===== src/rtl/core/cfpd_pkg.sv =====
// ----------------------------------------------------------------------------
// cfpd_pkg - shared types and constants of the framed packet deframer
// Status codes, register indexes and reset values, the job handed from the
// frame parser to the release sequencer, and the CRC-16 byte update.
// ----------------------------------------------------------------------------
`default_nettype none

package cfpd_pkg;

  localparam int DEFAULT_FRAME_BUFFER_DEPTH = 64;

  // Longest payload run ever released
  localparam int RUN_LIMIT = 57;

  localparam logic [15:0] CRC_INIT = 16'hFFFF;
  localparam logic [15:0] CRC_POLY = 16'h1021;

  // Configuration register indexes
  localparam int CFG_IDX_W = 3;
  localparam logic [CFG_IDX_W-1:0] REG_START_BYTE      = 3'd0;
  localparam logic [CFG_IDX_W-1:0] REG_END_BYTE        = 3'd1;
  localparam logic [CFG_IDX_W-1:0] REG_MAX_PAYLOAD     = 3'd2;
  localparam logic [CFG_IDX_W-1:0] REG_SPECTRUM_TYPE   = 3'd3;
  localparam logic [CFG_IDX_W-1:0] REG_SPECTRUM_LENGTH = 3'd4;
  localparam logic [CFG_IDX_W-1:0] REG_CONTROL_TYPE    = 3'd5;
  localparam logic [CFG_IDX_W-1:0] REG_CONTROL_LENGTH  = 3'd6;

  // Register reset values
  localparam logic [7:0] RST_START_BYTE      = 8'hAA;
  localparam logic [7:0] RST_END_BYTE        = 8'hBB;
  localparam logic [5:0] RST_MAX_PAYLOAD     = 6'd50;
  localparam logic [7:0] RST_SPECTRUM_TYPE   = 8'h01;
  localparam logic [5:0] RST_SPECTRUM_LENGTH = 6'd45;
  localparam logic [7:0] RST_CONTROL_TYPE    = 8'h02;
  localparam logic [5:0] RST_CONTROL_LENGTH  = 6'd5;

  typedef enum logic [2:0] {
    ST_SPECTRUM = 3'd0,
    ST_CONTROL  = 3'd1,
    ST_CRC_ERR  = 3'd2,
    ST_END_ERR  = 3'd3,
    ST_LEN_ERR  = 3'd4,
    ST_BAD_TYPE = 3'd5
  } status_t;

  typedef struct packed {
    logic [7:0] start_byte;
    logic [7:0] end_byte;
    logic [5:0] max_payload;
    logic [7:0] spectrum_type;
    logic [5:0] spectrum_length;
    logic [7:0] control_type;
    logic [5:0] control_length;
  } cfg_t;

  // One unit of work for the release side: a status item, or a payload run
  typedef struct packed {
    status_t    status;
    logic [7:0] seq;
    logic [5:0] len;
  } job_t;

  // CRC-16-CCITT, MSB first, one byte
  function automatic logic [15:0] crc16_byte(input logic [15:0] crc, input logic [7:0] b);
    logic [15:0] c;
    c = crc ^ {b, 8'h00};
    for (int i = 0; i < 8; i++) begin
      c = c[15] ? ((c << 1) ^ CRC_POLY) : (c << 1);
    end
    return c;
  endfunction

endpackage

`default_nettype wire


===== src/rtl/core/crc_framed_packet_deframer.sv =====
// ----------------------------------------------------------------------------
// crc_framed_packet_deframer - start/length/end framed packet parser, CRC-16
// Input bytes are taken one per cycle while the job queue has room. A length
// error or an end-byte verdict passes the job queue and the output register;
// a payload run passes the job queue, then a buffer read and an output load for
// each item in turn. Payload bytes of the next frame stall while a run is out.
// Synchronous active-high reset: idle, queue empty, registers to defaults.
// ----------------------------------------------------------------------------
`default_nettype none

module crc_framed_packet_deframer
  import cfpd_pkg::*;
#(
  parameter int FRAME_BUFFER_DEPTH = DEFAULT_FRAME_BUFFER_DEPTH
) (
  input  wire logic                 clk,
  input  wire logic                 rst,
  // Received byte stream
  input  wire logic                 s_axis_tvalid,
  output logic                      s_axis_tready,
  input  wire logic [7:0]           s_axis_tdata,   // [7:0] rx_byte
  // Released items
  output logic                      m_axis_tvalid,
  input  wire logic                 m_axis_tready,
  output logic [23:0]               m_axis_tdata,   // [7:0] data_byte, [13:8] byte_index,
                                                    // [21:14] sequence_res, [23:22] zero
  output logic [2:0]                m_axis_tuser,   // [2:0] status
  output logic                      m_axis_tlast,   // last
  // Configuration writes
  input  wire logic                 cfg_valid,
  output logic                      cfg_ready,
  input  wire logic [CFG_IDX_W-1:0] cfg_index,
  input  wire logic [7:0]           cfg_data
);

  localparam int AW = $clog2(FRAME_BUFFER_DEPTH);

  cfg_t          cfg;
  logic          fr_job_valid;
  logic          fr_job_ready;
  job_t          fr_job;
  logic          bk_job_valid;
  logic          bk_job_ready;
  job_t          bk_job;
  logic          wr_en;
  logic [AW-1:0] wr_addr;
  logic [7:0]    wr_data;
  logic          run_done;
  status_t       out_status;
  logic [7:0]    out_data;
  logic [5:0]    out_index;
  logic [7:0]    out_seq;

  // Registers take a write every cycle; out-of-list indexes drop the transfer
  assign cfg_ready = 1'b1;

  always_ff @(posedge clk) begin
    if (rst) begin
      cfg.start_byte      <= RST_START_BYTE;
      cfg.end_byte        <= RST_END_BYTE;
      cfg.max_payload     <= RST_MAX_PAYLOAD;
      cfg.spectrum_type   <= RST_SPECTRUM_TYPE;
      cfg.spectrum_length <= RST_SPECTRUM_LENGTH;
      cfg.control_type    <= RST_CONTROL_TYPE;
      cfg.control_length  <= RST_CONTROL_LENGTH;
    end else if (cfg_valid && cfg_ready) begin
      unique case (cfg_index)
        REG_START_BYTE:      cfg.start_byte      <= cfg_data;
        REG_END_BYTE:        cfg.end_byte        <= cfg_data;
        REG_MAX_PAYLOAD:     cfg.max_payload     <= cfg_data[5:0];
        REG_SPECTRUM_TYPE:   cfg.spectrum_type   <= cfg_data;
        REG_SPECTRUM_LENGTH: cfg.spectrum_length <= cfg_data[5:0];
        REG_CONTROL_TYPE:    cfg.control_type    <= cfg_data;
        REG_CONTROL_LENGTH:  cfg.control_length  <= cfg_data[5:0];
        default:             cfg                 <= cfg;
      endcase
    end
  end

  // Front: parse frames, fill the payload buffer, queue at most one job per frame
  cfpd_front #(
    .FRAME_BUFFER_DEPTH(FRAME_BUFFER_DEPTH),
    .AW(AW)
  ) u_front (
    .clk      (clk),
    .rst      (rst),
    .cfg      (cfg),
    .in_valid (s_axis_tvalid),
    .in_ready (s_axis_tready),
    .in_byte  (s_axis_tdata),
    .job_valid(fr_job_valid),
    .job_ready(fr_job_ready),
    .job      (fr_job),
    .wr_en    (wr_en),
    .wr_addr  (wr_addr),
    .wr_data  (wr_data),
    .run_done (run_done)
  );

  // Short queue so either side can stall on its own
  cfpd_queue u_queue (
    .clk       (clk),
    .rst       (rst),
    .push_valid(fr_job_valid),
    .push_ready(fr_job_ready),
    .push_job  (fr_job),
    .pop_valid (bk_job_valid),
    .pop_ready (bk_job_ready),
    .pop_job   (bk_job)
  );

  // Back: release a status item or read the buffer out as a payload run
  cfpd_back #(
    .FRAME_BUFFER_DEPTH(FRAME_BUFFER_DEPTH),
    .AW(AW)
  ) u_back (
    .clk       (clk),
    .rst       (rst),
    .wr_en     (wr_en),
    .wr_addr   (wr_addr),
    .wr_data   (wr_data),
    .job_valid (bk_job_valid),
    .job_ready (bk_job_ready),
    .job       (bk_job),
    .run_done  (run_done),
    .out_valid (m_axis_tvalid),
    .out_ready (m_axis_tready),
    .out_status(out_status),
    .out_data  (out_data),
    .out_index (out_index),
    .out_seq   (out_seq),
    .out_last  (m_axis_tlast)
  );

  // Pack the result fields, lowest field first, pad to whole bytes
  assign m_axis_tdata = {2'b00, out_seq, out_index, out_data};
  assign m_axis_tuser = out_status;

endmodule

`default_nettype wire


===== src/rtl/core/cfpd_front.sv =====
// ----------------------------------------------------------------------------
// cfpd_front - frame parser
// Walks the frame fields byte by byte, runs the CRC, writes payload bytes to
// the buffer and queues at most one job per closed or dropped frame.
// ----------------------------------------------------------------------------
`default_nettype none

module cfpd_front
  import cfpd_pkg::*;
#(
  parameter int FRAME_BUFFER_DEPTH = DEFAULT_FRAME_BUFFER_DEPTH,
  parameter int AW = $clog2(FRAME_BUFFER_DEPTH)
) (
  input  wire logic          clk,
  input  wire logic          rst,
  input  wire cfg_t          cfg,
  input  wire logic          in_valid,
  output logic               in_ready,
  input  wire logic [7:0]    in_byte,
  output logic               job_valid,
  input  wire logic          job_ready,
  output job_t               job,
  output logic               wr_en,
  output logic [AW-1:0]      wr_addr,
  output logic [7:0]         wr_data,
  input  wire logic          run_done
);

  typedef enum logic [2:0] {
    S_IDLE, S_TYPE, S_SEQ, S_LEN, S_PAYLOAD, S_CRC_LO, S_CRC_HI, S_END
  } state_t;

  state_t      state;
  logic [15:0] crc;
  logic [7:0]  frame_type;
  logic [7:0]  seq;
  logic [5:0]  len;
  logic [5:0]  cnt;
  logic [7:0]  crc_lo;
  logic        crc_ok;
  logic        run_pending;
  logic        fire;
  logic        len_bad;
  logic [15:0] crc_next;

  // Hold payload bytes off the buffer while an earlier run still reads it
  assign in_ready = job_ready && !(state == S_PAYLOAD && run_pending);
  assign fire     = in_valid && in_ready;
  assign crc_next = crc16_byte(crc, in_byte);

  assign len_bad = (in_byte > {2'b00, cfg.max_payload}) ||
                   (int'(in_byte) > RUN_LIMIT) ||
                   (int'(in_byte) + 7 > FRAME_BUFFER_DEPTH);

  assign wr_en   = fire && state == S_PAYLOAD;
  assign wr_addr = AW'(cnt);
  assign wr_data = in_byte;

  always_comb begin
    job_valid  = 1'b0;
    job.status = ST_LEN_ERR;
    job.seq    = seq;
    job.len    = len;
    if (fire && state == S_LEN && len_bad) begin
      job_valid = 1'b1;
    end else if (fire && state == S_END) begin
      job_valid = 1'b1;
      if (in_byte != cfg.end_byte) begin
        job.status = ST_END_ERR;
      end else if (!crc_ok) begin
        job.status = ST_CRC_ERR;
      end else if (frame_type == cfg.spectrum_type && len == cfg.spectrum_length) begin
        job.status = ST_SPECTRUM;
        job_valid  = (len != 6'd0);
      end else if (frame_type == cfg.control_type && len == cfg.control_length) begin
        job.status = ST_CONTROL;
        job_valid  = (len != 6'd0);
      end else begin
        job.status = ST_BAD_TYPE;
      end
    end
  end

  always_ff @(posedge clk) begin
    if (rst) begin
      state       <= S_IDLE;
      crc         <= CRC_INIT;
      crc_ok      <= 1'b0;
      run_pending <= 1'b0;
      frame_type  <= '0;
      seq         <= '0;
      len         <= '0;
      cnt         <= '0;
      crc_lo      <= '0;
    end else begin
      if (job_valid && (job.status == ST_SPECTRUM || job.status == ST_CONTROL)) begin
        run_pending <= 1'b1;
      end else if (run_done) begin
        run_pending <= 1'b0;
      end
      if (fire) begin
        unique case (state)
          S_IDLE: begin
            if (in_byte == cfg.start_byte) begin
              state  <= S_TYPE;
              crc    <= CRC_INIT;
              crc_ok <= 1'b0;
            end
          end
          S_TYPE: begin
            frame_type <= in_byte;
            crc        <= crc_next;
            state      <= S_SEQ;
          end
          S_SEQ: begin
            seq   <= in_byte;
            crc   <= crc_next;
            state <= S_LEN;
          end
          S_LEN: begin
            if (len_bad) begin
              state <= S_IDLE;
            end else begin
              len   <= in_byte[5:0];
              crc   <= crc_next;
              cnt   <= '0;
              state <= (in_byte[5:0] == 6'd0) ? S_CRC_LO : S_PAYLOAD;
            end
          end
          S_PAYLOAD: begin
            crc <= crc_next;
            cnt <= cnt + 6'd1;
            if (cnt + 6'd1 == len) begin
              state <= S_CRC_LO;
            end
          end
          S_CRC_LO: begin
            crc_lo <= in_byte;
            state  <= S_CRC_HI;
          end
          S_CRC_HI: begin
            crc_ok <= ({in_byte, crc_lo} == crc);
            state  <= S_END;
          end
          S_END: begin
            state <= S_IDLE;
          end
          default: state <= S_IDLE;
        endcase
      end
    end
  end

endmodule

`default_nettype wire


===== src/rtl/core/cfpd_queue.sv =====
// ----------------------------------------------------------------------------
// cfpd_queue - two-entry job queue
// Decouples the frame parser from the release sequencer.
// ----------------------------------------------------------------------------
`default_nettype none

module cfpd_queue
  import cfpd_pkg::*;
(
  input  wire logic clk,
  input  wire logic rst,
  input  wire logic push_valid,
  output logic      push_ready,
  input  wire job_t push_job,
  output logic      pop_valid,
  input  wire logic pop_ready,
  output job_t      pop_job
);

  job_t       entries [2];
  logic       wr_ptr;
  logic       rd_ptr;
  logic [1:0] count;
  logic       do_push;
  logic       do_pop;

  assign push_ready = (count != 2'd2);
  assign pop_valid  = (count != 2'd0);
  assign pop_job    = entries[rd_ptr];
  assign do_push    = push_valid && push_ready;
  assign do_pop     = pop_valid && pop_ready;

  always_ff @(posedge clk) begin
    if (do_push) begin
      entries[wr_ptr] <= push_job;
    end
  end

  always_ff @(posedge clk) begin
    if (rst) begin
      wr_ptr <= 1'b0;
      rd_ptr <= 1'b0;
      count  <= '0;
    end else begin
      if (do_push) begin
        wr_ptr <= ~wr_ptr;
      end
      if (do_pop) begin
        rd_ptr <= ~rd_ptr;
      end
      unique case ({do_push, do_pop})
        2'b10:   count <= count + 2'd1;
        2'b01:   count <= count - 2'd1;
        default: count <= count;
      endcase
    end
  end

endmodule

`default_nettype wire


===== src/rtl/core/cfpd_back.sv =====
// ----------------------------------------------------------------------------
// cfpd_back - release sequencer
// Holds the payload buffer, turns each job into one status item or a run of
// payload items, and drives the output register.
// ----------------------------------------------------------------------------
`default_nettype none

module cfpd_back
  import cfpd_pkg::*;
#(
  parameter int FRAME_BUFFER_DEPTH = DEFAULT_FRAME_BUFFER_DEPTH,
  parameter int AW = $clog2(FRAME_BUFFER_DEPTH)
) (
  input  wire logic          clk,
  input  wire logic          rst,
  input  wire logic          wr_en,
  input  wire logic [AW-1:0] wr_addr,
  input  wire logic [7:0]    wr_data,
  input  wire logic          job_valid,
  output logic               job_ready,
  input  wire job_t          job,
  output logic               run_done,
  output logic               out_valid,
  input  wire logic          out_ready,
  output status_t            out_status,
  output logic [7:0]         out_data,
  output logic [5:0]         out_index,
  output logic [7:0]         out_seq,
  output logic               out_last
);

  typedef enum logic [1:0] {B_IDLE, B_FETCH, B_EMIT} state_t;

  logic [7:0] mem [FRAME_BUFFER_DEPTH];
  logic [7:0] rd_data;
  state_t     state;
  job_t       cur;
  logic [5:0] idx;
  logic       out_free;
  logic       last_item;
  logic       out_load;

  assign out_free  = !out_valid || out_ready;
  assign job_ready = (state == B_IDLE) && out_free;
  assign last_item = (idx + 6'd1 == cur.len);
  assign run_done  = (state == B_EMIT) && out_free && last_item;

  // Load the output register with a status item or the next payload item
  assign out_load = ((state == B_IDLE) && job_valid && job_ready &&
                     !(job.status == ST_SPECTRUM || job.status == ST_CONTROL)) ||
                    ((state == B_EMIT) && out_free);

  always_ff @(posedge clk) begin
    if (wr_en) begin
      mem[wr_addr] <= wr_data;
    end
    if (state == B_FETCH) begin
      rd_data <= mem[AW'(idx)];
    end
  end

  always_ff @(posedge clk) begin
    if (rst) begin
      state      <= B_IDLE;
      out_valid  <= 1'b0;
      cur        <= '0;
      idx        <= '0;
      out_status <= ST_SPECTRUM;
      out_data   <= '0;
      out_index  <= '0;
      out_seq    <= '0;
      out_last   <= 1'b0;
    end else begin
      if (out_load) begin
        out_valid <= 1'b1;
      end else if (out_valid && out_ready) begin
        out_valid <= 1'b0;
      end
      unique case (state)
        B_IDLE: begin
          if (job_valid && job_ready) begin
            if (job.status == ST_SPECTRUM || job.status == ST_CONTROL) begin
              cur   <= job;
              idx   <= '0;
              state <= B_FETCH;
            end else begin
              out_status <= job.status;
              out_data   <= '0;
              out_index  <= '0;
              out_seq    <= job.seq;
              out_last   <= 1'b1;
            end
          end
        end
        B_FETCH: begin
          state <= B_EMIT;
        end
        B_EMIT: begin
          if (out_free) begin
            out_status <= cur.status;
            out_data   <= rd_data;
            out_index  <= idx;
            out_seq    <= cur.seq;
            out_last   <= last_item;
            idx        <= idx + 6'd1;
            state      <= last_item ? B_IDLE : B_FETCH;
          end
        end
        default: state <= B_IDLE;
      endcase
    end
  end

endmodule

`default_nettype wire

===== config.mk =====
export PLATFORM = sky130hd
export DESIGN_NAME = crc_framed_packet_deframer
export DESIGN_NICKNAME = d
export VERILOG_FILES = /design/src/rtl/core/cfpd_pkg.sv /design/src/rtl/core/crc_framed_packet_deframer.sv /design/src/rtl/core/cfpd_front.sv /design/src/rtl/core/cfpd_queue.sv /design/src/rtl/core/cfpd_back.sv
export SDC_FILE = /design/constraint.sdc
export NUM_CORES = 1
export LEC_CHECK = 0
export ABC_AREA = 1
export ABC_CLOCK_PERIOD_IN_PS = 4100
export BUFFER_PORTS_ARGS = -buffer_cell sky130_fd_sc_hd__buf_4
export CAP_MARGIN = 10
export CORE_MARGIN = 2
export CORE_UTILIZATION = 45
export CTS_CLUSTER_DIAMETER = 100
export DETAILED_ROUTE_END_ITERATION = 8
export PLACE_DENSITY_LB_ADDON = 0.08
export SLEW_MARGIN = 10
export SYNTH_ARGS = -nofsm -noshare
export SYNTH_HDL_FRONTEND = slang
export SYNTH_HIERARCHICAL = 1
export SYNTH_SLANG_ARGS = --single-unit

===== constraint.sdc =====
create_clock -name clk -period 4.1 [get_ports clk]
set_clock_uncertainty 0.15 [all_clocks]
set_input_delay 0.205 -clock clk [delete_from_list [all_inputs] [get_ports clk]]
set_output_delay 0.205 -clock clk [all_outputs]
set_load 0.05 [all_outputs]

==> flow_summary.html, run 1 <==
<table>
<tr><th>Metric</th><th>Value</th></tr>
<tr><th colspan="2">Synth</th></tr>
<tr><td>Sequential fraction of the synthesis area</td><td>64.5%</td></tr>
<tr><td>Cell accounting for the most synthesized area</td><td>sky130_fd_sc_hd__edfxtp_1</td></tr>
<tr><td>Synth top area share</td><td>53.8%</td></tr>
<tr><td>Count of flip-flops with a built-in enable after synthesis</td><td>554</td></tr>
<tr><td>Avg Inst Size Synth</td><td>10.1 µm²</td></tr>
<tr><td>Synthesis warning total</td><td>6</td></tr>
<tr><td>Synthesized instance count</td><td>3053</td></tr>
<tr><td>Ys async rst share</td><td>0%</td></tr>
<tr><td>Largest cells by area after synthesis</td><td>sky130_fd_sc_hd__edfxtp_1, sky130_fd_sc_hd__nand2_1, sky130_fd_sc_hd__dfxtp_1</td></tr>
<tr><td>Synth Flop Type</td><td>sky130_fd_sc_hd__edfxtp_1</td></tr>
<tr><td>Post-synthesis cell type count</td><td>51</td></tr>
<tr><td>Number of register bits inferred by synthesis</td><td>718</td></tr>
<tr><td>Syn Std Cell Area</td><td>0.0309 mm²</td></tr>
<tr><th colspan="2">Layout</th></tr>
<tr><td>Count of inserted antenna diode cells</td><td>0</td></tr>
<tr><td>Final Util</td><td>50.4%</td></tr>
<tr><td>Ratio of cells with drive above 1 in the final layout</td><td>8.62%</td></tr>
<tr><td>Most common library cell in the layout ignoring fill and taps</td><td>sky130_fd_sc_hd__nand2_1</td></tr>
<tr><td>Fillcell total</td><td>6201</td></tr>
<tr><td>Number of nets in the layout</td><td>3119</td></tr>
<tr><td>Area growth from synthesis to final layout</td><td>11.4%</td></tr>
<tr><td>Combined flip-flop and latch cell area</td><td>0.0199 mm²</td></tr>
<tr><td>Combined area of the multi-input logic cells</td><td>0.00940 mm²</td></tr>
<tr><td>Leading cell types in the layout, fill and taps excluded</td><td>sky130_fd_sc_hd__nand2_1, sky130_fd_sc_hd__nand3_1, sky130_fd_sc_hd__edfxtp_1</td></tr>
<tr><th colspan="2">Clocking</th></tr>
<tr><td>Total CTS buffers</td><td>77</td></tr>
<tr><td>CTS resizes</td><td>0</td></tr>
<tr><td>Count of clock tree sinks</td><td>718</td></tr>
<tr><td>Clock latency of the later-clocked register in the worst-skew pair</td><td>0.62 ns</td></tr>
<tr><td>Clock edge transition at the registers on the reported setup and hold paths</td><td>0.06 ns</td></tr>
<tr><td>Depth of the CTS H-tree</td><td>3</td></tr>
<tr><td>Clock tree from TritonCTS</td><td>yes</td></tr>
<tr><td>Cell at the root of the clock tree</td><td>sky130_fd_sc_hd__clkbuf_16</td></tr>
<tr><td>Number of buffers added for setup after CTS</td><td>0</td></tr>
<tr><td>Worst-case clock buffer depth</td><td>3</td></tr>
<tr><th colspan="2">Worst setup path</th></tr>
<tr><td>Launching element type of the critical path</td><td>flop</td></tr>
<tr><td>R2R Path Start</td><td>u_front/state[0]</td></tr>
<tr><td>R2r endpoint</td><td>u_back/mem[60][3]</td></tr>
<tr><td>Kind of end point of the critical path</td><td>flop</td></tr>
<tr><td>Largest driver fanout on the critical path</td><td>17</td></tr>
<tr><td>Number of cells on the worst reg-to-reg path</td><td>12</td></tr>
<tr><td>Worst reg2reg setup slack</td><td>0.82 ns</td></tr>
<tr><td>Crit. Startpoint</td><td>u_front/state[0]</td></tr>
<tr><td>Critical Setup Path Class</td><td>flop to flop</td></tr>
<tr><td>Arrival time reported for the critical path endpoint</td><td>3.37 ns</td></tr>
<tr><td>Worst EP required</td><td>4.20 ns</td></tr>
<tr><th colspan="2">Detailed routing</th></tr>
<tr><td>Average detailed-routed wire length per instance</td><td>21.3 µm</td></tr>
<tr><td>First-pass detailed-route iteration total</td><td>8</td></tr>
<tr><td>Number of remaining DRC errors</td><td>0</td></tr>
<tr><td>Final routed wirelength across all metal layers</td><td>85600 µm</td></tr>
<tr><td>Post-route antenna net violation count</td><td>0</td></tr>
<tr><td>Ratio of routed vias to standard cells</td><td>5.49</td></tr>
<tr><td>Number of DRC markers in iteration 0</td><td>2060</td></tr>
<tr><td>Vias</td><td>22100</td></tr>
<tr><th colspan="2">Status</th></tr>
<tr><td>Status</td><td>completed</td></tr>
<tr><th colspan="2">Place</th></tr>
<tr><td>Placement Setup Slack</td><td>0.851 ns</td></tr>
<tr><td>Half-perimeter wire length after detailed placement</td><td>53200 µm</td></tr>
<tr><td>Number of buffer cells added on primary ports</td><td>51</td></tr>
<tr><td>Final weighted congestion in routability-driven placement</td><td>0.874</td></tr>
<tr><th colspan="2">Pwr</th></tr>
<tr><td>Worst IR drop on VDD</td><td>0.372 mV</td></tr>
<tr><td>Cell Pwr Density</td><td>478 mW/mm²</td></tr>
<tr><td>Leakage</td><td>0.0130 µW</td></tr>
<tr><td>Post-layout total power</td><td>16500 µW</td></tr>
<tr><th colspan="2">STA</th></tr>
<tr><td>Period utilization</td><td>79.9%</td></tr>
<tr><td>Fmax</td><td>0.305 GHz</td></tr>
<tr><td>Min Clock Period, post-route</td><td>3.28 ns</td></tr>
<tr><td>Setup repair after global routing missed its margin</td><td>no</td></tr>
<tr><td>Worst Slack Setup Final</td><td>0.824 ns</td></tr>
<tr><td>Sum of negative setup slack</td><td>0 ns</td></tr>
<tr><td>Final Max Slew Viols</td><td>0</td></tr>
<tr><td>Worst hold slack</td><td>0.139 ns</td></tr>
<tr><td>Final hold violation count</td><td>0</td></tr>
<tr><td>Worst slew margin</td><td>23.3%</td></tr>
<tr><td>Total of endpoints with negative setup slack in the final report</td><td>0</td></tr>
<tr><td>Slew at the pin closest to its max-slew limit</td><td>1.15 ns</td></tr>
<tr><th colspan="2">Global route</th></tr>
<tr><td>Global-route wire length before repair</td><td>129000 µm</td></tr>
<tr><td>Sum of overflow across all layers after global routing</td><td>0</td></tr>
<tr><td>Initial antenna violation count</td><td>1</td></tr>
<tr><td>Via count of the first global-routing pass</td><td>21400</td></tr>
<tr><td>GRT Resource Usage Total</td><td>24.1%</td></tr>
<tr><td>Largest net degree at the start of global routing</td><td>177</td></tr>
<tr><th colspan="2">Job</th></tr>
<tr><td>Max-cap violation count</td><td>0</td></tr>
<tr><th colspan="2">Min path</th></tr>
<tr><td>Min-Delay Path Class</td><td>input pin to flop</td></tr>
<tr><td>Depth of the worst hold-timing path</td><td>2</td></tr>
<tr><td>Hold path startpoint</td><td>s_axis_tdata[5]</td></tr>
<tr><td>Capture endpoint of the worst hold path</td><td>u_back/mem[33][5]</td></tr>
<tr><th colspan="2">Floorplan</th></tr>
<tr><td>Y dimension of the die</td><td>266 µm</td></tr>
<tr><td>Boundary Pins</td><td>55</td></tr>
<tr><td>Full die area</td><td>0.0708 mm²</td></tr>
<tr><td>Core area</td><td>0.0683 mm²</td></tr>
<tr><td>Initial Utilization</td><td>45.2%</td></tr>
<tr><td>Site Rows</td><td>96</td></tr>
<tr><td>Die Width</td><td>266 µm</td></tr>
</table>
==> report_power, final <==
group          internal, µW  leakage (µW)  switching (µW)  total (µW)
Clock                  3930       0.00117            2790        6720
Sequential             7970       0.00633             118        8090
Combinational           490       0.00546            1160        1650
Total                 12400        0.0130            4070       16500
==> worst max-delay path by stage <==
stage / endpoint
2_1_floorplan: u_back/mem[62][0]
5_1_grt: u_back/mem[57][6]
3_3_place_gp: u_back/mem[56][0]
3_5_place_dp: u_back/mem[17][4]
4_1_cts: u_back/mem[17][3]
6_report: u_back/mem[60][3]
==> worst max-delay path, cell delays in order (launching register included) <==
cell,delay [ns]
sky130_fd_sc_hd__dfxtp_1,0.42
sky130_fd_sc_hd__inv_2,0.07
sky130_fd_sc_hd__nand2_2,0.11
sky130_fd_sc_hd__nor2_4,0.05
sky130_fd_sc_hd__nand2_1,0.05
sky130_fd_sc_hd__nand2_1,0.06
sky130_fd_sc_hd__inv_2,0.07
sky130_fd_sc_hd__nand2_4,0.07
sky130_fd_sc_hd__clkinv_4,0.07
sky130_fd_sc_hd__nand2_1,0.05
sky130_fd_sc_hd__inv_1,0.42
sky130_fd_sc_hd__nand2_1,0.56
sky130_fd_sc_hd__nor2_1,0.74
==> synth_stat cells, types with 2 or more instances <==
master	instances
sky130_fd_sc_hd__buf_6	30
sky130_fd_sc_hd__nand2_1	916
sky130_fd_sc_hd__nand3b_1	2
sky130_fd_sc_hd__nor3_1	23
sky130_fd_sc_hd__a21boi_0	2
sky130_fd_sc_hd__buf_4	25
sky130_fd_sc_hd__inv_2	16
sky130_fd_sc_hd__o211a_1	8
sky130_fd_sc_hd__nor4_1	2
sky130_fd_sc_hd__o211ai_1	2
sky130_fd_sc_hd__xnor2_1	28
sky130_fd_sc_hd__nand3_1	570
sky130_fd_sc_hd__o2111ai_1	2
sky130_fd_sc_hd__edfxtp_1	554
sky130_fd_sc_hd__clkinv_1	2
sky130_fd_sc_hd__nand2_2	9
sky130_fd_sc_hd__nand2_4	3
sky130_fd_sc_hd__nand4_1	16
sky130_fd_sc_hd__inv_1	116
sky130_fd_sc_hd__o21ai_1	7
sky130_fd_sc_hd__xor2_1	19
sky130_fd_sc_hd__conb_1	2
sky130_fd_sc_hd__o21ai_0	59
sky130_fd_sc_hd__nor2_4	8
sky130_fd_sc_hd__o21ai_2	2
sky130_fd_sc_hd__nor2_1	232
sky130_fd_sc_hd__mux2_4	10
sky130_fd_sc_hd__o21bai_1	2
sky130_fd_sc_hd__clkbuf_1	22
sky130_fd_sc_hd__buf_2	79
sky130_fd_sc_hd__a21oi_1	50
sky130_fd_sc_hd__ha_1	9
sky130_fd_sc_hd__mux2_2	7
sky130_fd_sc_hd__nor2_2	5
sky130_fd_sc_hd__buf_1	10
sky130_fd_sc_hd__dfxtp_1	164
sky130_fd_sc_hd__or2_2	9
sky130_fd_sc_hd__or2_1	4
sky130_fd_sc_hd__a22oi_1	15
==> area by class of cell <==
cell class              instances  area share [%]
multi-input cells            2032            27.3
clock buffers                 107            6.16
well taps                     882            3.21
repair buffers                121            3.06
inverters                     136            1.52
clock inverters                29           0.843
flip-flops and latches        718            57.9
==> routing by layer <==
layer  vias to the layer above  track usage, %  wire [µm]
met5                         -               0          0
met1                     10800            34.5      38600
li1                      10500               -          -
met3                       105            4.70       6150
met2                       735            37.5      39000
met4                         0            6.97       1890
==> sequential cells by signal, summed over array words and instances, names as in the netlist, 2 cells and up, named ones only <==
register	flops
u_queue/entries	34
u_back/out_status	3
u_front/frame_type	8
u_front/crc_lo	8
u_back/state	2
u_back/idx	6
u_back/out_index	6
u_front/wr_addr	6
u_queue/count	2
u_front/seq	8
u_front/crc	16
u_front/len	6
u_back/out_seq	8
u_back/cur	17
u_front/state	3
u_back/mem	512
cfg	50
u_back/out_data	8
u_back/rd_data	8
==> through the flow <==
step                cell area, µm²  cells
detailed placement           31700   3856
global route                 34400   4025
CTS                          34400   4025
global placement             31700   3856
floorplan                    30900   3054
finish                       34400   4025
==> cells by family (layout without fill, tap and decap cells) <==
| logic type | count (synthesis) | after routing | share of synthesized area (%) |
|---|---|---|---|
| fa+ha+maj | 9 | 9 | 0.364 |
| simple gates | 1802 | 1802 | 25.0 |
| other cells | 2 | 3 | 0.0243 |
| mux | 17 | 17 | 0.741 |
| buf+inv | 304 | 393 | 5.13 |
| flops | 718 | 718 | 64.5 |
| xor+xnor | 48 | 48 | 1.38 |
| compound gates | 153 | 153 | 2.88 |
==> repair_timing <==
action	in CTS	in global routing
hold buffers	33	0
hold endpoints to repair	119	0
setup endpoints to repair	0	0
No activity file was read; power rests on OpenSTA's default activity.
==> run 2, diff against run 1 <==
Settings changed: ABC_CLOCK_PERIOD_IN_PS 4100 to 3250.
Clock period 4.1 ns to 3.25 ns, I/O delays scaled along.
==> run 2 against run 1 <==
Final cell count grew 2.1%. Critical path depth grew 1. Sequential cell count is the same. Clock-buffer cell count shrank 7. Largest cell class unchanged. Largest power group unchanged.
==> flow_summary.html, run 2 (synthesis gave the netlist of run 1 again) <==
<table>
<tr><th>Metric</th><th>Value</th></tr>
<tr><th colspan="2">Clocking</th></tr>
<tr><td>CTS resizes</td><td>0</td></tr>
<tr><td>Count of clock tree sinks</td><td>718</td></tr>
<tr><td>Depth of the CTS H-tree</td><td>3</td></tr>
<tr><td>Total CTS buffers</td><td>80</td></tr>
<tr><td>Cell at the root of the clock tree</td><td>sky130_fd_sc_hd__clkbuf_16</td></tr>
<tr><td>Clock latency of the later-clocked register in the worst-skew pair</td><td>0.61 ns</td></tr>
<tr><td>Clock edge transition at the registers on the reported setup and hold paths</td><td>0.06 ns</td></tr>
<tr><td>Clock tree from TritonCTS</td><td>yes</td></tr>
<tr><td>Worst-case clock buffer depth</td><td>3</td></tr>
<tr><th colspan="2">Detailed routing</th></tr>
<tr><td>First-pass detailed-route iteration total</td><td>7</td></tr>
<tr><td>Ratio of routed vias to standard cells</td><td>5.41</td></tr>
<tr><td>Average detailed-routed wire length per instance</td><td>20.7 µm</td></tr>
<tr><td>Number of remaining DRC errors</td><td>0</td></tr>
<tr><td>Post-route antenna net violation count</td><td>0</td></tr>
<tr><td>Final routed wirelength across all metal layers</td><td>84900 µm</td></tr>
<tr><td>Number of DRC markers in iteration 0</td><td>2128</td></tr>
<tr><td>Vias</td><td>22300</td></tr>
<tr><th colspan="2">Worst setup path</th></tr>
<tr><td>Dominant delay contributor by cell family on the critical path</td><td>simple AND/OR/NAND/NOR gates</td></tr>
<tr><td>Worst path buffer plus inverter count</td><td>6</td></tr>
<tr><td>Worst EP required</td><td>3.41 ns</td></tr>
<tr><td>Critical Setup Path Class</td><td>flop to flop</td></tr>
<tr><td>CP Cell Sequence</td><td>inv_2, nand2_2, nor2_4, nand2_1, nand2_1, inv_2, nand2_4, clkinv_4, nand2_1, inv_1, inv_1, nor4_1, buf_4</td></tr>
<tr><td>Slowest stage cell on the critical path</td><td>sky130_fd_sc_hd__nor4_1</td></tr>
<tr><td>Launching element type of the critical path</td><td>flop</td></tr>
<tr><td>Kind of end point of the critical path</td><td>flop</td></tr>
<tr><td>Number of cells on the worst reg-to-reg path</td><td>13</td></tr>
<tr><td>Total number of cells along the worst setup path</td><td>13</td></tr>
<tr><td>Delay of the slowest cell on the worst path</td><td>0.66 ns</td></tr>
<tr><td>Arrival time reported for the critical path endpoint</td><td>3.16 ns</td></tr>
<tr><td>Cell mode on critical path</td><td>sky130_fd_sc_hd__nand2_1</td></tr>
<tr><td>Largest driver fanout on the critical path</td><td>13</td></tr>
<tr><th colspan="2">Layout</th></tr>
<tr><td>Most common library cell in the layout ignoring fill and taps</td><td>sky130_fd_sc_hd__nand2_1</td></tr>
<tr><td>Biggest regs</td><td>u_back/mem x512, cfg x50, u_queue/entries x34</td></tr>
<tr><td>Fillcell total</td><td>6135</td></tr>
<tr><td>Max reg flops</td><td>512</td></tr>
<tr><td>Most flop-heavy register</td><td>u_back/mem</td></tr>
<tr><td>Area growth from synthesis to final layout</td><td>14.1%</td></tr>
<tr><td>Ratio of cells with drive above 1 in the final layout</td><td>11.4%</td></tr>
<tr><td>Count of inserted antenna diode cells</td><td>0</td></tr>
<tr><td>Leading cell types in the layout, fill and taps excluded</td><td>sky130_fd_sc_hd__nand2_1, sky130_fd_sc_hd__nand3_1, sky130_fd_sc_hd__edfxtp_1</td></tr>
<tr><td>Number of nets in the layout</td><td>3203</td></tr>
<tr><th colspan="2">Global route</th></tr>
<tr><td>Via count of the first global-routing pass</td><td>21600</td></tr>
<tr><td>Sum of overflow across all layers after global routing</td><td>0</td></tr>
<tr><td>Largest net degree at the start of global routing</td><td>124</td></tr>
<tr><td>Global-route wire length before repair</td><td>129000 µm</td></tr>
<tr><td>GRT Resource Usage Total</td><td>24.2%</td></tr>
<tr><td>Initial antenna violation count</td><td>0</td></tr>
<tr><th colspan="2">Status</th></tr>
<tr><td>Status</td><td>completed</td></tr>
<tr><th colspan="2">Pwr</th></tr>
<tr><td>Clock share of power</td><td>42.1%</td></tr>
<tr><td>Comb power frac</td><td>9.8%</td></tr>
<tr><td>Worst IR drop on VDD</td><td>0.338 mV</td></tr>
<tr><td>Switching power</td><td>5170 µW</td></tr>
<tr><td>Internal Dissipation</td><td>16100 µW</td></tr>
<tr><td>Post-layout total power</td><td>21200 µW</td></tr>
<tr><td>Power share of the sequential group</td><td>48.0%</td></tr>
<tr><td>Net switching fraction of the power</td><td>24.4%</td></tr>
<tr><td>Leakage</td><td>0.0135 µW</td></tr>
<tr><td>Cell Pwr Density</td><td>602 mW/mm²</td></tr>
<tr><th colspan="2">STA</th></tr>
<tr><td>Min Clock Period, post-route</td><td>3.00 ns</td></tr>
<tr><td>Sum of negative setup slack</td><td>0 ns</td></tr>
<tr><td>Worst slew margin</td><td>32.2%</td></tr>
<tr><td>Period utilization</td><td>92.2%</td></tr>
<tr><td>Fmax</td><td>0.334 GHz</td></tr>
<tr><td>Slew at the pin closest to its max-slew limit</td><td>1.02 ns</td></tr>
<tr><td>Final hold violation count</td><td>0</td></tr>
<tr><td>Final Max Slew Viols</td><td>0</td></tr>
<tr><td>Total of endpoints with negative setup slack in the final report</td><td>0</td></tr>
<tr><td>Setup repair after global routing missed its margin</td><td>no</td></tr>
<tr><th colspan="2">Min path</th></tr>
<tr><td>Min-Delay Path Class</td><td>input pin to flop</td></tr>
<tr><td>Depth of the worst hold-timing path</td><td>2</td></tr>
<tr><th colspan="2">Floorplan</th></tr>
<tr><td>Die Width</td><td>266 µm</td></tr>
<tr><td>Full die area</td><td>0.0708 mm²</td></tr>
<tr><td>Y dimension of the die</td><td>266 µm</td></tr>
<tr><td>Initial Utilization</td><td>45.2%</td></tr>
<tr><td>Site Rows</td><td>96</td></tr>
<tr><td>Core area</td><td>0.0683 mm²</td></tr>
<tr><td>Boundary Pins</td><td>55</td></tr>
<tr><th colspan="2">Place</th></tr>
<tr><td>Number of buffer cells added on primary ports</td><td>51</td></tr>
<tr><td>Final weighted congestion in routability-driven placement</td><td>0.886</td></tr>
<tr><td>Half-perimeter wire length after detailed placement</td><td>53900 µm</td></tr>
<tr><th colspan="2">Job</th></tr>
<tr><td>Max-cap violation count</td><td>0</td></tr>
</table>
## run 2: cell types whose count changed in the layout (fill, tap and decap cells not counted), moves of 3 or more
cell / before / now
sky130_fd_sc_hd__clkbuf_8: 4 / 8
sky130_fd_sc_hd__clkinv_2: 8 / 15
sky130_fd_sc_hd__inv_6: 6 / 1
sky130_fd_sc_hd__buf_12: 5 / 8
sky130_fd_sc_hd__buf_4: 83 / 160
sky130_fd_sc_hd__clkbuf_1: 24 / 11
sky130_fd_sc_hd__clkinvlp_4: 4 / 8
sky130_fd_sc_hd__bufinv_16: 5 / 8
## run 2: power groups by stage
stage                     Combinational (µW)  Sequential (µW)  Clock (µW)
after floorplan                         1320            10500           0
after global placement                  2040            10400           0
after detailed placement                2050            10400           0
after CTS                               2090            10200        9130
after global routing                    2310            10200        9470
final                                   2090            10200        8950
## run 2: worst paths after layout
path               startpoint                end  slack [ns]
max          u_front/state[0]  u_back/mem[62][2]        0.25
max reg2reg  u_front/state[0]  u_back/mem[62][2]        0.25
min reg2reg    u_back/cur[15]     u_back/cur[15]        0.29
min           s_axis_tdata[3]  u_back/mem[46][3]        0.05
## run 2: layout make-up
cell class	count	area, µm²	area share (%)
Multi-Input combinational cell	2032	9400	26.7
Tap cell	882	1100	3.13
Timing Repair Buffer	202	1700	4.83
Clock inverter	41	420	1.19
Sequential cell	718	19900	56.5
Inverter	136	523	1.48
Clock buffer	100	2180	6.18
## run 2: stage by stage
step	hold slack [ns]	setup slack (ns)	instance area, µm²	util [%]	std cells
3_3_place_gp	0.249	0.484	32300	47.3	3936
3_5_place_dp	0.251	0.444	32300	47.3	3936
2_1_floorplan	0.126	0.122	30900	-	3054
4_1_cts	0.00791	0.367	35300	51.6	4111
6_report	0.0485	0.252	35300	51.6	4111
5_1_grt	0.0226	0.182	35300	51.6	4111
## run 2: per-layer routing
layer | up-vias | GRT usage (%) | part of all wire, %
li1 | 10600 | - | -
met1 | 10800 | 34.8 | 45
met2 | 754 | 38.0 | 46
met3 | 115 | 3.82 | 6.7
met4 | 0 | 6.94 | 2.1
met5 | - | 0 | 0
## run 2: repair_timing
action / 4_1_cts / 5_1_grt
hold endpoints to repair: 168 / 0
buffers inserted: 0 / 0
hold buffers: 34 / 0
==> run 3, diff against run 2 <==
Settings changed: CELL_PAD_IN_SITES_DETAIL_PLACEMENT set to 1, CELL_PAD_IN_SITES_GLOBAL_PLACEMENT set to 1.
==> run 3 against run 2 <==
Utilization down 0.12 points. Global-route usage up 2.2 points. First-iteration DRC count down 14%. Register-to-register slack better by 0.03 ns. Combinational power about the same. Sequential cell count unchanged. Largest cell class unchanged. Critical path type unchanged. Final cell count about the same. Cell area down 0.23%. Non-clock buffer count up 6. Die area unchanged. Clock power down 3.0%. Via count up 1.7%.
==> flow_summary.html, run 3 (synthesis gave the netlist of run 1 again) <==
<table>
<tr><th>Metric</th><th>Value</th></tr>
<tr><th colspan="2">Status</th></tr>
<tr><td>Status</td><td>completed</td></tr>
<tr><th colspan="2">STA</th></tr>
<tr><td>Fmax</td><td>0.337 GHz</td></tr>
<tr><td>Period utilization</td><td>91.3%</td></tr>
<tr><td>Final Max Slew Viols</td><td>0</td></tr>
<tr><td>Slew at the pin closest to its max-slew limit</td><td>1.06 ns</td></tr>
<tr><td>Sum of negative setup slack</td><td>0 ns</td></tr>
<tr><td>Total of endpoints with negative setup slack in the final report</td><td>0</td></tr>
<tr><td>Worst slew margin</td><td>29.7%</td></tr>
<tr><td>Min Clock Period, post-route</td><td>2.97 ns</td></tr>
<tr><td>Final hold violation count</td><td>0</td></tr>
<tr><td>Setup repair after global routing missed its margin</td><td>no</td></tr>
<tr><td>Worst hold slack</td><td>0.0521 ns</td></tr>
<tr><th colspan="2">Global route</th></tr>
<tr><td>Largest net degree at the start of global routing</td><td>154</td></tr>
<tr><td>Initial antenna violation count</td><td>0</td></tr>
<tr><td>GRT Resource Usage Total</td><td>26.4%</td></tr>
<tr><td>Sum of overflow across all layers after global routing</td><td>0</td></tr>
<tr><td>Global-route wire length before repair</td><td>141000 µm</td></tr>
<tr><td>Via count of the first global-routing pass</td><td>23500</td></tr>
<tr><th colspan="2">Layout</th></tr>
<tr><td>Final design instance area without fill</td><td>0.0352 mm²</td></tr>
<tr><td>Combined flip-flop and latch cell area</td><td>0.0199 mm²</td></tr>
<tr><td>Ratio of cells with drive above 1 in the final layout</td><td>11.3%</td></tr>
<tr><td>Count of inserted antenna diode cells</td><td>0</td></tr>
<tr><td>Biggest regs</td><td>u_back/mem x512, cfg x50, u_queue/entries x34</td></tr>
<tr><td>Most common library cell in the layout ignoring fill and taps</td><td>sky130_fd_sc_hd__nand2_1</td></tr>
<tr><td>Fillcell total</td><td>7449</td></tr>
<tr><td>Max reg flops</td><td>512</td></tr>
<tr><td>Number of nets in the layout</td><td>3207</td></tr>
<tr><td>Area growth from synthesis to final layout</td><td>13.8%</td></tr>
<tr><td>Most flop-heavy register</td><td>u_back/mem</td></tr>
<tr><td>Leading cell types in the layout, fill and taps excluded</td><td>sky130_fd_sc_hd__nand2_1, sky130_fd_sc_hd__nand3_1, sky130_fd_sc_hd__edfxtp_1</td></tr>
<tr><td>Combined area of the multi-input logic cells</td><td>0.00941 mm²</td></tr>
<tr><th colspan="2">Floorplan</th></tr>
<tr><td>Boundary Pins</td><td>55</td></tr>
<tr><td>Site Rows</td><td>96</td></tr>
<tr><td>Full die area</td><td>0.0708 mm²</td></tr>
<tr><td>Die Width</td><td>266 µm</td></tr>
<tr><td>Initial Utilization</td><td>45.2%</td></tr>
<tr><td>Core area</td><td>0.0683 mm²</td></tr>
<tr><td>Y dimension of the die</td><td>266 µm</td></tr>
<tr><th colspan="2">Place</th></tr>
<tr><td>Half-perimeter wire length after detailed placement</td><td>59700 µm</td></tr>
<tr><td>Number of buffer cells added on primary ports</td><td>51</td></tr>
<tr><td>Final weighted congestion in routability-driven placement</td><td>0.854</td></tr>
<tr><td>Cell area reported after detailed placement</td><td>0.0323 mm²</td></tr>
<tr><th colspan="2">Worst setup path</th></tr>
<tr><td>Largest driver fanout on the critical path</td><td>10</td></tr>
<tr><td>R2r endpoint</td><td>u_front/state[0]</td></tr>
<tr><td>Worst EP required</td><td>3.60 ns</td></tr>
<tr><td>Number of cells on the worst reg-to-reg path</td><td>13</td></tr>
<tr><td>Arrival time reported for the critical path endpoint</td><td>3.32 ns</td></tr>
<tr><td>R2R Path Start</td><td>u_front/wr_addr[1]</td></tr>
<tr><td>Launching element type of the critical path</td><td>flop</td></tr>
<tr><td>Worst reg2reg setup slack</td><td>0.28 ns</td></tr>
<tr><td>Critical Setup Path Class</td><td>flop to flop</td></tr>
<tr><td>Kind of end point of the critical path</td><td>flop</td></tr>
<tr><th colspan="2">Clocking</th></tr>
<tr><td>Clock edge transition at the registers on the reported setup and hold paths</td><td>0.06 ns</td></tr>
<tr><td>Worst-case clock buffer depth</td><td>3</td></tr>
<tr><td>Clock tree from TritonCTS</td><td>yes</td></tr>
<tr><td>Clock latency of the later-clocked register in the worst-skew pair</td><td>0.63 ns</td></tr>
<tr><td>Total CTS buffers</td><td>78</td></tr>
<tr><td>Count of clock tree sinks</td><td>718</td></tr>
<tr><td>Cell at the root of the clock tree</td><td>sky130_fd_sc_hd__clkbuf_16</td></tr>
<tr><td>Depth of the CTS H-tree</td><td>3</td></tr>
<tr><th colspan="2">Detailed routing</th></tr>
<tr><td>Ratio of routed vias to standard cells</td><td>5.50</td></tr>
<tr><td>Final routed wirelength across all metal layers</td><td>93200 µm</td></tr>
<tr><td>Average detailed-routed wire length per instance</td><td>22.6 µm</td></tr>
<tr><td>Vias</td><td>22600</td></tr>
<tr><td>Post-route antenna net violation count</td><td>0</td></tr>
<tr><td>First-pass detailed-route iteration total</td><td>5</td></tr>
<tr><td>Number of remaining DRC errors</td><td>0</td></tr>
<tr><td>Number of DRC markers in iteration 0</td><td>1832</td></tr>
<tr><th colspan="2">Min path</th></tr>
<tr><td>Min-Delay Path Class</td><td>input pin to flop</td></tr>
<tr><td>Hold path startpoint</td><td>s_axis_tdata[3]</td></tr>
<tr><td>Depth of the worst hold-timing path</td><td>2</td></tr>
<tr><td>Capture endpoint of the worst hold path</td><td>u_back/mem[21][3]</td></tr>
<tr><th colspan="2">Job</th></tr>
<tr><td>Max-cap violation count</td><td>0</td></tr>
<tr><th colspan="2">Pwr</th></tr>
<tr><td>Leakage</td><td>0.0134 µW</td></tr>
<tr><td>Cell Pwr Density</td><td>597 mW/mm²</td></tr>
<tr><td>Worst IR drop on VDD</td><td>0.381 mV</td></tr>
<tr><td>Post-layout total power</td><td>21000 µW</td></tr>
</table>
[run 3: cell count changes in the layout (fill, tap and decap cells not counted), sizes merged]
cell | previous run | this run
bufinv | 8 | 4
buf | 168 | 171
inv | 134 | 136
clkbuf | 100 | 106
dlygate4sd3 | 34 | 37
clkinv | 27 | 26
clkinvlp | 8 | 3
[run 3: critical path: stages, from the launching register on]
cell and delay, ns:
sky130_fd_sc_hd__dfxtp_1 0.61, sky130_fd_sc_hd__ha_1 0.33, sky130_fd_sc_hd__inv_1 0.06, sky130_fd_sc_hd__nand2_1 0.11, sky130_fd_sc_hd__nand2_1 0.08, sky130_fd_sc_hd__nand2_1 0.08
sky130_fd_sc_hd__nand2_1 0.05, sky130_fd_sc_hd__nor2_1 0.10, sky130_fd_sc_hd__nand3_1 0.09, sky130_fd_sc_hd__o21bai_1 0.29, sky130_fd_sc_hd__nand2_1 0.15, sky130_fd_sc_hd__o21bai_1 0.15
sky130_fd_sc_hd__dlygate4sd3_1 0.56, sky130_fd_sc_hd__nor2_1 0.04
[run 3: power breakdown]
group	switching (µW)	internal, µW	total, µW
logic	1490	632	2120
registers	156	10100	10200
clock network	3640	5040	8680
total	5280	15700	21000
[run 3: per-layer routing]
metal / part of all wire (%) / up-vias / global-route usage, %
met5: 0 / - / 0
met4: 3.4 / 0 / 8.91
met3: 3.9 / 171 / 3.13
met2: 51 / 557 / 47.0
met1: 42 / 11300 / 33.5
li1: - / 10600 / -
[run 3: layout make-up]
class                      count  share of cell area (%)
clock inverter                33                   0.832
timing repair buffer         208                    4.92
multi-input combinational   2032                    26.7
tap                          882                    3.14
clock buffer                 106                    6.23
sequential                   718                    56.7
inverter                     136                    1.49
[run 3: stage by stage]
stage               cells  setup WS, ns  util, %
CTS                  4115         0.329     51.5
finish               4115         0.281     51.5
global route         4115         0.174     51.5
detailed placement   3939         0.457     47.3
floorplan            3054         0.122        -
global placement     3939         0.568     47.3
[run 3: timing repair]
| action | in CTS | in global routing |
|---|---|---|
| gates resized for setup | 0 | 0 |
| hold endpoints to repair | 94 | 0 |
| buffers inserted | 0 | 0 |
| hold buffers | 37 | 0 |
[run 3: how the worst max path moves through the flow]
| stage | start | end | cells past startpoint |
|---|---|---|---|
| floorplan | u_front/state[0] | u_back/mem[62][0] | 13 |
| global placement | u_front/state[0] | u_back/mem[59][1] | 14 |
| detailed placement | u_front/state[0] | u_back/mem[43][6] | 13 |
| CTS | u_front/wr_addr[0] | u_front/state[0] | 13 |
| global route | u_front/wr_addr[0] | u_front/state[0] | 13 |
| finish | u_front/wr_addr[1] | u_front/state[0] | 13 |
